===== src/rtl/stl_pkg.sv =====
`timescale 1ns / 1ps

package stl_pkg;

   localparam int MODE_W = 5;
   localparam int KIND_W = 5;

   // Token kinds; the pending lexer modes reuse the codes up to K_OPER.
   localparam logic [KIND_W-1:0] K_IDENT    = 5'd0;
   localparam logic [KIND_W-1:0] K_NUMBER   = 5'd1;
   localparam logic [KIND_W-1:0] K_DECIMAL  = 5'd2;
   localparam logic [KIND_W-1:0] K_STRING   = 5'd3;
   localparam logic [KIND_W-1:0] K_CHAR     = 5'd4;
   localparam logic [KIND_W-1:0] K_OPER     = 5'd5;
   localparam logic [KIND_W-1:0] K_ASSIGN   = 5'd6;
   localparam logic [KIND_W-1:0] K_LPAREN   = 5'd7;
   localparam logic [KIND_W-1:0] K_RPAREN   = 5'd8;
   localparam logic [KIND_W-1:0] K_LBRACE   = 5'd9;
   localparam logic [KIND_W-1:0] K_RBRACE   = 5'd10;
   localparam logic [KIND_W-1:0] K_LANGLE   = 5'd11;
   localparam logic [KIND_W-1:0] K_RANGLE   = 5'd12;
   localparam logic [KIND_W-1:0] K_LBRACKET = 5'd13;
   localparam logic [KIND_W-1:0] K_RBRACKET = 5'd14;
   localparam logic [KIND_W-1:0] K_DOT      = 5'd15;
   localparam logic [KIND_W-1:0] K_COMMA    = 5'd16;
   localparam logic [KIND_W-1:0] K_SEMI     = 5'd17;
   localparam logic [KIND_W-1:0] K_COLON    = 5'd18;
   localparam logic [KIND_W-1:0] K_SPECIAL  = 5'd19;
   localparam logic [KIND_W-1:0] K_EOL      = 5'd20;

   localparam logic [MODE_W-1:0] MODE_IDLE    = 5'd30;
   localparam logic [MODE_W-1:0] MODE_DISCARD = 5'd31;

   // Input function codes.
   localparam logic FUNC_BYTE  = 1'b0;
   localparam logic FUNC_FLUSH = 1'b1;

   typedef enum logic [2:0] {
      S_IDLE,
      S_FL_RD,
      S_FL_EMIT,
      S_SINGLE,
      S_FINISH
   } state_type;

   // What one input item does to the lexer.
   typedef struct packed {
      logic              pre_app;     // append the byte before the flush
      logic              flush;       // emit the pending token and clear it
      logic              single;      // emit a one-item token afterwards
      logic [KIND_W-1:0] single_kind;
      logic              single_has;
      logic              post_app;    // append the byte to the new token
      logic              clear;       // text length and overflow start over
      logic [MODE_W-1:0] new_mode;
   } action_type;

   typedef struct packed {
      logic capture;
      logic rd;
      logic emit_flush;
      logic emit_single;
      logic finish;
   } cmd_type;

   typedef struct packed {
      logic out_free;
      logic flush_go;
      logic single_go;
      logic single_pend;
      logic flush_last;
   } sts_type;

endpackage


===== src/rtl/source_text_lexer_unit.sv =====
`timescale 1ns / 1ps

// Byte-serial lexical tokenizer. Each input item carries one source byte
// (tuser low) or an end-of-input mark (tuser high), and every token that the
// item finishes leaves as a run of result items, one per text character, with
// tlast on the final item that the input caused; an input that finishes no
// token gives no result; an empty token gives one item without a character.
// The lexer takes no new input item until it has put out every result item
// of the current one, and a consumer stall on the output holds it up. A
// single-character token or an end-of-line comes after any token that the
// same byte finishes. Each token character is read from the token buffer, a
// memory of MAX_TOKEN_LEN bytes with a registered read, and then loaded into
// the output register. Characters beyond MAX_TOKEN_LEN are dropped and the
// token's items carry the truncated flag. An unknown byte makes the lexer
// drop everything until the next end-of-input mark.

module source_text_lexer_unit import stl_pkg::*; #(
   parameter int MAX_TOKEN_LEN = 32
) (
   input  logic        clock,
   input  logic        reset,
   input  logic        req_tvalid,
   output logic        req_tready,
   input  logic [7:0]  req_tdata,   // [7:0] char_in
   input  logic [0:0]  req_tuser,   // [0] func
   output logic        rsp_tvalid,
   input  logic        rsp_tready,
   output logic [15:0] rsp_tdata,   // [7:0] char_out, [8] token_end, [9] truncated
   output logic [5:0]  rsp_tuser,   // [4:0] token_kind, [5] has_char
   output logic        rsp_tlast    // run_end
);

   cmd_type           cmd;
   sts_type           sts;
   logic [KIND_W-1:0] rsp_kind;
   logic [7:0]        rsp_char;
   logic              rsp_has_char;
   logic              rsp_token_end;
   logic              rsp_truncated;
   logic              rsp_run_end;

   stl_ctrl u_ctrl (
      .clock     (clock),
      .reset     (reset),
      .req_valid (req_tvalid),
      .req_ready (req_tready),
      .sts       (sts),
      .cmd       (cmd)
   );

   stl_datapath #(
      .MAX_TOKEN_LEN (MAX_TOKEN_LEN)
   ) u_datapath (
      .clock         (clock),
      .reset         (reset),
      .cmd           (cmd),
      .sts           (sts),
      .req_func      (req_tuser[0]),
      .req_char      (req_tdata),
      .rsp_ready     (rsp_tready),
      .rsp_valid     (rsp_tvalid),
      .rsp_kind      (rsp_kind),
      .rsp_char      (rsp_char),
      .rsp_has_char  (rsp_has_char),
      .rsp_token_end (rsp_token_end),
      .rsp_truncated (rsp_truncated),
      .rsp_run_end   (rsp_run_end)
   );

   // Pack the result item onto the stream.
   assign rsp_tdata = {6'd0, rsp_truncated, rsp_token_end, rsp_char};
   assign rsp_tuser = {rsp_has_char, rsp_kind};
   assign rsp_tlast = rsp_run_end;

endmodule


===== src/rtl/stl_ram.sv =====
`timescale 1ns / 1ps

module stl_ram #(
   parameter int WIDTH  = 8,
   parameter int DEPTH  = 32,
   parameter int ADDR_W = (DEPTH > 1) ? $clog2(DEPTH) : 1
) (
   input  logic              clock,
   input  logic              wr_en,
   input  logic [ADDR_W-1:0] wr_addr,
   input  logic [WIDTH-1:0]  wr_data,
   input  logic              rd_en,
   input  logic [ADDR_W-1:0] rd_addr,
   output logic [WIDTH-1:0]  rd_data
);

   logic [WIDTH-1:0] mem_ff [DEPTH];
   logic [WIDTH-1:0] rd_data_ff;

   // One write port and one registered read port.
   always_ff @(posedge clock) begin
      if (wr_en) begin
         mem_ff[wr_addr] <= wr_data;
      end
      if (rd_en) begin
         rd_data_ff <= mem_ff[rd_addr];
      end
   end

   assign rd_data = rd_data_ff;

endmodule


===== src/rtl/stl_ctrl.sv =====
`timescale 1ns / 1ps

module stl_ctrl import stl_pkg::*; (
   input  logic    clock,
   input  logic    reset,
   input  logic    req_valid,
   output logic    req_ready,
   input  sts_type sts,
   output cmd_type cmd
);

   state_type state_ff;
   state_type state_in;

   // State register.
   always_ff @(posedge clock) begin
      if (reset) begin
         state_ff <= S_IDLE;
      end else begin
         state_ff <= state_in;
      end
   end

   // Next state and commands to the datapath.
   always_comb begin
      state_in  = state_ff;
      cmd       = '0;
      req_ready = 1'b0;
      unique case (state_ff)
         S_IDLE: begin
            req_ready = 1'b1;
            if (req_valid) begin
               cmd.capture = 1'b1;
               priority if (sts.flush_go) begin
                  state_in = S_FL_RD;
               end else if (sts.single_go) begin
                  state_in = S_SINGLE;
               end else begin
                  state_in = S_FINISH;
               end
            end
         end
         S_FL_RD: begin
            cmd.rd   = 1'b1;
            state_in = S_FL_EMIT;
         end
         S_FL_EMIT: begin
            if (sts.out_free) begin
               cmd.emit_flush = 1'b1;
               priority if (!sts.flush_last) begin
                  state_in = S_FL_RD;
               end else if (sts.single_pend) begin
                  state_in = S_SINGLE;
               end else begin
                  state_in = S_FINISH;
               end
            end
         end
         S_SINGLE: begin
            if (sts.out_free) begin
               cmd.emit_single = 1'b1;
               state_in        = S_FINISH;
            end
         end
         S_FINISH: begin
            cmd.finish = 1'b1;
            state_in   = S_IDLE;
         end
         default: begin
            state_in = S_IDLE;
         end
      endcase
   end

endmodule


===== src/rtl/stl_datapath.sv =====
`timescale 1ns / 1ps

module stl_datapath import stl_pkg::*; #(
   parameter int MAX_TOKEN_LEN = 32
) (
   input  logic              clock,
   input  logic              reset,
   input  cmd_type           cmd,
   output sts_type           sts,
   input  logic              req_func,
   input  logic [7:0]        req_char,
   input  logic              rsp_ready,
   output logic              rsp_valid,
   output logic [KIND_W-1:0] rsp_kind,
   output logic [7:0]        rsp_char,
   output logic              rsp_has_char,
   output logic              rsp_token_end,
   output logic              rsp_truncated,
   output logic              rsp_run_end
);

   localparam int LEN_W  = $clog2(MAX_TOKEN_LEN + 1);
   localparam int ADDR_W = (MAX_TOKEN_LEN > 1) ? $clog2(MAX_TOKEN_LEN) : 1;
   localparam logic [LEN_W-1:0] MAX_LEN = LEN_W'(MAX_TOKEN_LEN);

   localparam logic [7:0] CH_CR       = 8'h0D;
   localparam logic [7:0] CH_BACKTICK = 8'h60;

   logic [MODE_W-1:0] mode_ff;
   logic [LEN_W-1:0]  len_ff;
   logic              ovf_ff;
   action_type        act_ff;
   logic [7:0]        ch_ff;
   logic [LEN_W-1:0]  idx_ff;

   logic              rsp_valid_ff;
   logic [KIND_W-1:0] kind_ff;
   logic [7:0]        char_ff;
   logic              has_ff;
   logic              end_ff;
   logic              trunc_ff;
   logic              run_ff;
   logic [KIND_W-1:0] kind_in;
   logic [7:0]        char_in;
   logic              has_in;
   logic              end_in;
   logic              trunc_in;
   logic              run_in;

   action_type        act;
   logic              lit;
   logic              is_letter;
   logic              is_digit;
   logic              go_disc;
   logic [KIND_W:0]   pk;
   logic              pending;

   logic [LEN_W-1:0]  base_len;
   logic              base_ovf;
   logic              ram_wr_en;
   logic [ADDR_W-1:0] ram_wr_addr;
   logic [7:0]        ram_wr_data;
   logic [7:0]        ram_rd_data;
   logic              flush_last;

   // Punctuation kind of a byte; the top bit flags a match.
   function automatic logic [KIND_W:0] punct_kind(input logic [7:0] c);
      logic [KIND_W:0] r;
      r = '0;
      unique case (c)
         "(":     r = {1'b1, K_LPAREN};
         ")":     r = {1'b1, K_RPAREN};
         "{":     r = {1'b1, K_LBRACE};
         "}":     r = {1'b1, K_RBRACE};
         "<":     r = {1'b1, K_LANGLE};
         ">":     r = {1'b1, K_RANGLE};
         "[":     r = {1'b1, K_LBRACKET};
         "]":     r = {1'b1, K_RBRACKET};
         ",":     r = {1'b1, K_COMMA};
         ";":     r = {1'b1, K_SEMI};
         ":":     r = {1'b1, K_COLON};
         "&", "#", "@", "!", "|", "?", "^", CH_BACKTICK: r = {1'b1, K_SPECIAL};
         default: r = '0;
      endcase
      return r;
   endfunction

   // Decode what the offered item does, given the current mode.
   always_comb begin
      act       = '0;
      act.new_mode = mode_ff;
      go_disc   = 1'b0;
      lit       = (mode_ff == K_STRING) || (mode_ff == K_CHAR);
      is_letter = ((req_char >= "a") && (req_char <= "z")) ||
                  ((req_char >= "A") && (req_char <= "Z"));
      is_digit  = (req_char >= "0") && (req_char <= "9");
      pk        = punct_kind(req_char);
      priority if (req_func == FUNC_FLUSH) begin
         act.flush    = 1'b1;
         act.new_mode = MODE_IDLE;
      end else if (mode_ff == MODE_DISCARD) begin
         act.new_mode = MODE_DISCARD;
      end else if (is_letter) begin
         priority if (mode_ff == MODE_IDLE) begin
            act.new_mode = K_IDENT;
            act.post_app = 1'b1;
         end else if (mode_ff == K_IDENT || lit) begin
            act.post_app = 1'b1;
         end else begin
            go_disc = 1'b1;
         end
      end else if (is_digit) begin
         if (mode_ff == MODE_IDLE || mode_ff == K_OPER) begin
            act.new_mode = K_NUMBER;
         end
         act.post_app = 1'b1;
      end else if (pk[KIND_W] || req_char == "=" || req_char == "+" ||
                   req_char == "*" || req_char == "/" || req_char == "%") begin
         if (lit) begin
            act.post_app = 1'b1;
         end else begin
            act.flush       = 1'b1;
            act.new_mode    = MODE_IDLE;
            act.single      = 1'b1;
            act.single_has  = 1'b1;
            priority if (pk[KIND_W]) begin
               act.single_kind = pk[KIND_W-1:0];
            end else if (req_char == "=") begin
               act.single_kind = K_ASSIGN;
            end else begin
               act.single_kind = K_OPER;
            end
         end
      end else begin
         unique case (req_char)
            "-": begin
               if (lit) begin
                  act.post_app = 1'b1;
               end else begin
                  act.flush    = 1'b1;
                  act.new_mode = K_OPER;
                  act.post_app = 1'b1;
               end
            end
            "\\": begin
               priority if (lit) begin
                  act.post_app = 1'b1;
               end else if (mode_ff == MODE_IDLE) begin
                  go_disc = 1'b1;
               end else begin
                  act.flush    = 1'b1;
                  act.new_mode = MODE_IDLE;
               end
            end
            " ", "\t": begin
               if (lit) begin
                  act.post_app = 1'b1;
               end else begin
                  act.flush    = 1'b1;
                  act.new_mode = MODE_IDLE;
               end
            end
            "\n", CH_CR: begin
               if (lit) begin
                  act.post_app = 1'b1;
               end else begin
                  act.flush       = 1'b1;
                  act.new_mode    = MODE_IDLE;
                  act.single      = 1'b1;
                  act.single_kind = K_EOL;
               end
            end
            "\"": begin
               priority if (mode_ff == MODE_IDLE) begin
                  act.new_mode = K_STRING;
               end else if (mode_ff == K_STRING) begin
                  act.flush    = 1'b1;
                  act.new_mode = MODE_IDLE;
               end else begin
                  go_disc = 1'b1;
               end
            end
            "'": begin
               priority if (mode_ff == MODE_IDLE) begin
                  act.new_mode = K_CHAR;
                  act.post_app = 1'b1;
               end else if (mode_ff == K_CHAR) begin
                  act.pre_app  = 1'b1;
                  act.flush    = 1'b1;
                  act.new_mode = MODE_IDLE;
               end else if (mode_ff == K_STRING) begin
                  act.post_app = 1'b1;
               end else begin
                  go_disc = 1'b1;
               end
            end
            ".": begin
               priority if (mode_ff == K_NUMBER) begin
                  act.new_mode = K_DECIMAL;
                  act.post_app = 1'b1;
               end else if (lit) begin
                  act.post_app = 1'b1;
               end else begin
                  act.flush       = 1'b1;
                  act.new_mode    = MODE_IDLE;
                  act.single      = 1'b1;
                  act.single_kind = K_DOT;
                  act.single_has  = 1'b1;
               end
            end
            default: begin
               go_disc = 1'b1;
            end
         endcase
      end
      if (go_disc) begin
         act.new_mode = MODE_DISCARD;
      end
      act.clear = act.flush | go_disc;
   end

   // A pending token exists only in the identifier to operator modes.
   assign pending = (mode_ff <= K_OPER);

   // Length and overflow seen by the final append of an item.
   assign base_len = act_ff.clear ? '0 : len_ff;
   assign base_ovf = act_ff.clear ? 1'b0 : ovf_ff;

   // Buffer writes: an early append at capture, the normal one at finish.
   always_comb begin
      ram_wr_en   = 1'b0;
      ram_wr_addr = len_ff[ADDR_W-1:0];
      ram_wr_data = req_char;
      if (cmd.capture) begin
         ram_wr_en = act.pre_app && (len_ff < MAX_LEN);
      end else if (cmd.finish) begin
         ram_wr_en   = act_ff.post_app && (base_len < MAX_LEN);
         ram_wr_addr = base_len[ADDR_W-1:0];
         ram_wr_data = ch_ff;
      end
   end

   stl_ram #(
      .WIDTH (8),
      .DEPTH (MAX_TOKEN_LEN)
   ) u_text_ram (
      .clock   (clock),
      .wr_en   (ram_wr_en),
      .wr_addr (ram_wr_addr),
      .wr_data (ram_wr_data),
      .rd_en   (cmd.rd),
      .rd_addr (idx_ff[ADDR_W-1:0]),
      .rd_data (ram_rd_data)
   );

   // Lexer state: mode, text length and overflow flag.
   always_ff @(posedge clock) begin
      if (reset) begin
         mode_ff <= MODE_IDLE;
         len_ff  <= '0;
         ovf_ff  <= 1'b0;
      end else if (cmd.capture) begin
         if (act.pre_app) begin
            if (len_ff < MAX_LEN) begin
               len_ff <= len_ff + LEN_W'(1);
            end else begin
               ovf_ff <= 1'b1;
            end
         end
      end else if (cmd.finish) begin
         mode_ff <= act_ff.new_mode;
         if (act_ff.post_app && (base_len < MAX_LEN)) begin
            len_ff <= base_len + LEN_W'(1);
            ovf_ff <= base_ovf;
         end else begin
            len_ff <= base_len;
            ovf_ff <= base_ovf | act_ff.post_app;
         end
      end
   end

   // Item being worked on and the read index into the buffer.
   always_ff @(posedge clock) begin
      if (reset) begin
         act_ff <= '0;
         idx_ff <= '0;
      end else if (cmd.capture) begin
         act_ff <= act;
         idx_ff <= '0;
      end else if (cmd.emit_flush) begin
         idx_ff <= idx_ff + LEN_W'(1);
      end
   end

   always_ff @(posedge clock) begin
      if (cmd.capture) begin
         ch_ff <= req_char;
      end
   end

   assign flush_last = (len_ff == '0) || ((idx_ff + LEN_W'(1)) == len_ff);

   // Next result item.
   always_comb begin
      if (cmd.emit_flush) begin
         kind_in  = mode_ff;
         char_in  = (len_ff == '0) ? 8'd0 : ram_rd_data;
         has_in   = (len_ff != '0);
         end_in   = flush_last;
         trunc_in = ovf_ff;
         run_in   = flush_last && !act_ff.single;
      end else begin
         kind_in  = act_ff.single_kind;
         char_in  = act_ff.single_has ? ch_ff : 8'd0;
         has_in   = act_ff.single_has;
         end_in   = 1'b1;
         trunc_in = 1'b0;
         run_in   = 1'b1;
      end
   end

   // Output register; it holds an item until the consumer takes it.
   always_ff @(posedge clock) begin
      if (reset) begin
         rsp_valid_ff <= 1'b0;
      end else if (cmd.emit_flush || cmd.emit_single) begin
         rsp_valid_ff <= 1'b1;
      end else if (rsp_ready) begin
         rsp_valid_ff <= 1'b0;
      end
   end

   always_ff @(posedge clock) begin
      if (cmd.emit_flush || cmd.emit_single) begin
         kind_ff  <= kind_in;
         char_ff  <= char_in;
         has_ff   <= has_in;
         end_ff   <= end_in;
         trunc_ff <= trunc_in;
         run_ff   <= run_in;
      end
   end

   assign rsp_valid     = rsp_valid_ff;
   assign rsp_kind      = kind_ff;
   assign rsp_char      = char_ff;
   assign rsp_has_char  = has_ff;
   assign rsp_token_end = end_ff;
   assign rsp_truncated = trunc_ff;
   assign rsp_run_end   = run_ff;

   // Status to the controller.
   assign sts.out_free    = !rsp_valid_ff || rsp_ready;
   assign sts.flush_go    = act.flush && pending;
   assign sts.single_go   = act.single;
   assign sts.single_pend = act_ff.single;
   assign sts.flush_last  = flush_last;

endmodule


===== config.mk =====
export PLATFORM = sky130hd
export DESIGN_NAME = source_text_lexer_unit
export DESIGN_NICKNAME = d
export VERILOG_FILES = /design/src/rtl/stl_pkg.sv /design/src/rtl/source_text_lexer_unit.sv /design/src/rtl/stl_ram.sv /design/src/rtl/stl_ctrl.sv /design/src/rtl/stl_datapath.sv
export SDC_FILE = /design/constraint.sdc
export NUM_CORES = 1
export LEC_CHECK = 0
export BUFFER_PORTS_ARGS = -buffer_cell sky130_fd_sc_hd__buf_2
export CORE_MARGIN = 5
export CORE_UTILIZATION = 50
export CTS_BUF_LIST = sky130_fd_sc_hd__clkbuf_8
export DETAILED_ROUTE_END_ITERATION = 10
export HOLD_SLACK_MARGIN = 0.1
export PLACE_DENSITY_LB_ADDON = 0.15
export SLEW_MARGIN = 20
export SYNTH_ARGS = -nofsm -noshare
export SYNTH_HDL_FRONTEND = slang
export SYNTH_SLANG_ARGS = --single-unit
export TNS_END_PERCENT = 20

===== constraint.sdc =====
create_clock -name clock -period 7.3 [get_ports clock]
set_clock_uncertainty 0.15 [all_clocks]
set_input_delay 0.365 -clock clock [delete_from_list [all_inputs] [get_ports clock]]
set_output_delay 0.365 -clock clock [all_outputs]
set_load 0.01 [all_outputs]

==> summary by stage <==
Routing
The detailed-routed wire length on met3 is 2.455 mm. The first TritonRoute pass finished after 5 iterations. The first-iteration detailed-routing DRC count is roughly 800. The highest metal layer with signal wires is met4. The routed design uses 16.92 mm of met2 wire. The vias after detailed routing is about 8500. The met1 layer wirelength in the final routing is about 15 mm. Once detail routing completed, the nets flagged for antenna violations numbered 0. The final layout contains routed wiring with a total length of 34.95 mm. The detailed-route vias per instance is approximately 6.1. After detailed routing, the number of remaining DRC violations is 0.

In the final routed layout, each cell accounts on average for between 20 and 30 um.

Logic synthesis
For this run, the register share of the synthesized area comes to 0.6546. The largest area contributor in the netlist is edfxtp_1. In this run, synthesis inferred 289 flip-flops with an integrated enable. The average footprint of a synthesized cell is approximately 15 um^2. Ranked by total cell area, the synthesized netlist is headed by edfxtp_1 (60%), mux4_2 (13%), dfxtp_1 (5.0%).

The dominant synthesized flop cell is edfxtp_1. The post-synthesis instance area is 14360 um^2. The share of Yosys cell area claimed by the top area cell type is 0.6044.

The number of standard cells after synthesis is just over 900. Counting flops with an async set or reset pin after synthesis yields a share of 0. The flip-flop and latch count after synthesis is 325. The count of distinct cell types in the synthesized netlist is 75.

The Yosys step of the flow raised 0 warnings.

Global routing
The first global-routing pass estimated 52.90 mm of wire. The via count of the first global-routing pass is approximately 8400. The total overflow left after global routing is 0.

The total track usage is 0.2143. Entering global routing, the biggest net connects 69 pins. The initial antenna violation count was 0.

Placement
During placement, the flow inserted port buffers numbering 31. After legalization and detailed placement, the total HPWL measured approximately 22 mm. The weighted congestion at the end of routability-driven global placement is ~0.91. Before CTS, the worst setup slack after placement is 2.978 ns.

Clocking
Hold repair after CTS inserted 11 buffers. The TritonCTS clock tree is yes. The root buffer cell chosen for the clock tree is clkbuf_8. The clock drives between 300 and 400 sinks.

In this run the number of H-tree levels came out at 2. Counting along the longest clock path gives a buffer depth of 3. In this run, CTS created clock tree buffers numbering 53. Post-CTS timing repair inserted 0 buffers for setup. After clock tree synthesis, the clock-pin slew on the worst setup and hold paths is 0.06 ns. The number of gates resized after CTS is 0. The clock reaches the later pin of the worst-skew pair after 0.58 ns.

Flow run
The count of max-cap constraint violations is 0.

STA
The maximum clock frequency is about 230 MHz. Setup repair after global routing left no endpoint under its margin. The number of endpoints failing setup at the final stage is 0. The worst setup slack after layout is between 2 and 3 ns.

The final number of hold-violating endpoints is 0. The share of the cycle needed by the critical path after routing is 0.5910. At the pin with the least slew margin, the transition time is 1.013 ns. The total negative slack for setup checks is 0 ns.

The number of max-slew violations in the final report is 0. The worst pin sits at a relative slew slack of 0.3235. For the finished layout, the period the worst path requires is 4.314 ns.

Setup path
The worst register-to-register path ends at u_datapath.u_text_ram.mem_ff[1][5]. The category of the worst setup path launch point is a flip-flop. At the worst endpoint, the arrival time is 4.36 ns.

The worst-path cell with the longest stage delay is nor2_1. Walking the worst path, the cells encountered are nor3_1 -> nand2_1 -> clkinv_1 -> nand4_1 -> a211oi_1 -> nand3_1 -> nor2_1. The endpoint kind of the worst setup timing path is a flip-flop.

The category of the critical setup timing path is reg -> reg. The setup check on the worst reg-to-reg path leaves a slack of 2.99 ns. At the worst endpoint, the required time is ~7.4 ns. The logic depth of the worst register-to-register path is 7.

The largest fanout on the critical path is 24. In this run the critical register-to-register path is launched from u_ctrl.state_ff[0]. The delay of the slowest cell on the worst path is between 0.7 and 0.8 ns.

Final layout
Counting the fill cells in the layout gives 2365. The net count of the finished layout is between 900 and 1000. The repair_antennas step left the layout with diodes totalling 0. Of the cells placed in the final design, the portion with a size suffix greater than 1 is 0.2240. Compared with the post-synthesis result, the final layout area differs by 10.14%.

Floorplanning
The core area is 28550 um^2. The number of rows created at floorplan is between 60 and 70. Measured along the x axis, the die boundary spans ~180 um. The area enclosed by the die boundary is between 30000 and 40000 um^2. The top-level I/O count is 38. For this configuration, the core starts out at a cell density of 0.5029. The y dimension of the die is 179.5 um.

Run status
The flow ran to the end, and the final reports show no timing, DRC or antenna violations.

Min path
The worst hold path startpoint is req_tvalid. The endpoint of the worst hold path is u_ctrl.state_ff[2]. The min-delay analysis places its worst path in the category in -> reg. The worst hold path was traced through 5 stages.

Power
The total power density per cell area is roughly 230 nW/um^2. The largest vdd supply drop is between 150 and 200 uV. After layout, the design draws a total of between 3000 and 4000 uW. The leakage component of the power is between 0.005 and 0.006 uW.
-- Yosys cell counts, types with 4 or more instances --
master,n
a2111oi_0,4
a211o_1,7
a211oi_1,9
a21o_1,8
a21oi_1,27
a22o_1,11
a311oi_1,4
a31oi_1,6
and3_1,4
buf_1,6
buf_2,9
buf_4,9
clkbuf_1,44
dfxtp_1,36
edfxtp_1,289
ha_1,4
inv_1,9
mux2_2,21
mux4_2,80
nand2_1,53
nand2b_1,12
nand3_1,25
nand3b_1,4
nand4_1,11
nor2_1,81
nor2b_1,15
nor3_1,16
nor3b_1,6
o211ai_1,5
o21a_1,4
o21ai_0,18
o31ai_1,5
or2_2,6
or3_1,4
xnor2_1,11
xor2_1,6
-- placed cells by master (no fill, tap or decap), types with 8 or more instances in the layout --
cell type,Yosys,layout
nor2_1,81,81
nor2b_1,15,15
a22o_1,11,11
edfxtp_1,289,289
inv_1,9,31
xnor2_1,11,11
buf_2,9,31
dlygate4sd3_1,0,11
o21ai_0,18,17
buf_4,9,9
mux4_2,80,80
clkbuf_8,0,54
nand2_1,53,53
nand3_1,25,25
a21o_1,8,8
clkinv_1,1,8
a21oi_1,27,27
clkinv_2,0,8
nand2b_1,12,12
mux2_2,21,21
a211oi_1,9,9
nand4_1,11,11
nor3_1,16,16
dfxtp_1,36,34
-- worst max path at each step --
stage | depth (start not counted) | start | slack [ns] | to
CTS | 7 | u_ctrl.state_ff[0] | 2.96 | u_datapath.u_text_ram.mem_ff[23][1]
floorplan | 7 | req_tdata[4] | 4.08 | u_datapath.u_text_ram.mem_ff[29][0]
global placement | 7 | u_ctrl.state_ff[0] | 3.13 | u_datapath.u_text_ram.mem_ff[31][7]
global route | 7 | u_ctrl.state_ff[0] | 2.65 | u_datapath.u_text_ram.mem_ff[1][5]
finish | 7 | u_ctrl.state_ff[0] | 2.99 | u_datapath.u_text_ram.mem_ff[1][5]
detailed placement | 7 | u_ctrl.state_ff[0] | 2.98 | u_datapath.u_text_ram.mem_ff[23][3]
-- routing by layer --
metal / vias up / GRT usage
li1: 3769 / -
met1: 4226 / 0.2982
met2: 387 / 0.3533
met3: 68 / 0.03638
met4: 0 / 0.06157
met5: - / 0
-- power breakdown --
part,internal [uW],total [uW],switching (uW)
clock,691,1380,694
combinational,53.2,193,140
sequential,2060,2070,14.1
total,2800,3650,848
-- layout make-up --
cell class	count	area [um^2]	area share
Inverter	10	37.54	0.002374
Clock inverter	40	180.2	0.01139
Sequential cell	325	9404	0.5947
Tap cell	384	480.5	0.03038
Clock buffer	54	743.2	0.04700
Timing Repair Buffer	51	332.8	0.02105
Multi-Input combinational cell	529	4634	0.2931
-- sequential cells by signal, indices dropped and copies added (netlist names) --
name and cells:
u_datapath.rsp_run_end 1, u_datapath.rsp_char 8, u_datapath.rsp_truncated 1, u_ctrl.state_ff 3
u_datapath.sts 1, u_datapath.rsp_has_char 1, u_datapath.u_text_ram.rd_data 8, u_datapath.act_ff 13
u_datapath.idx_ff 6, u_datapath.u_text_ram.mem_ff 256, u_datapath.rsp_valid 1, u_datapath.ovf_ff 1
u_datapath.rsp_token_end 1, u_datapath.len_ff 6, u_datapath.rsp_kind 5, u_datapath.mode_ff 5
u_datapath.ch_ff 8
-- critical path, delay by kind of cell, from the launching register on --
kind | cells | cell delay (ns)
AO/OA/AOI/OAI | 1 | 0.42
AND/OR/NAND/NOR | 5 | 2.36
flip-flops | 1 | 0.41
buffers and inverters | 1 | 0.58
-- metrics by stage --
stage	std cells	hold WS [ns]	area, um^2	util
floorplan	934	0.2686	14380	-
global placement	1288	0.2842	14780	0.5177
detailed placement	1288	0.2989	14780	0.5177
CTS	1393	0.2124	15810	0.5539
global route	1393	0.2861	15810	0.5539
finish	1393	0.2219	15810	0.5539
-- cells by family (layout without fill, tap and decap cells) --
logic type / after synthesis / after routing / synth area share
multiplexers: 104 / 104 / 0.1441
flip-flops: 325 / 325 / 0.6546
AO/OA/AOI/OAI: 140 / 140 / 0.07268
AND/OR/NAND/NOR: 258 / 258 / 0.08941
other: 1 / 6 / 0.0002612
XOR/XNOR: 17 / 17 / 0.01037
adder cells (fa/ha/maj): 4 / 4 / 0.003486
buffers and inverters: 80 / 155 / 0.02510
Power figures use the tool's default switching activity.
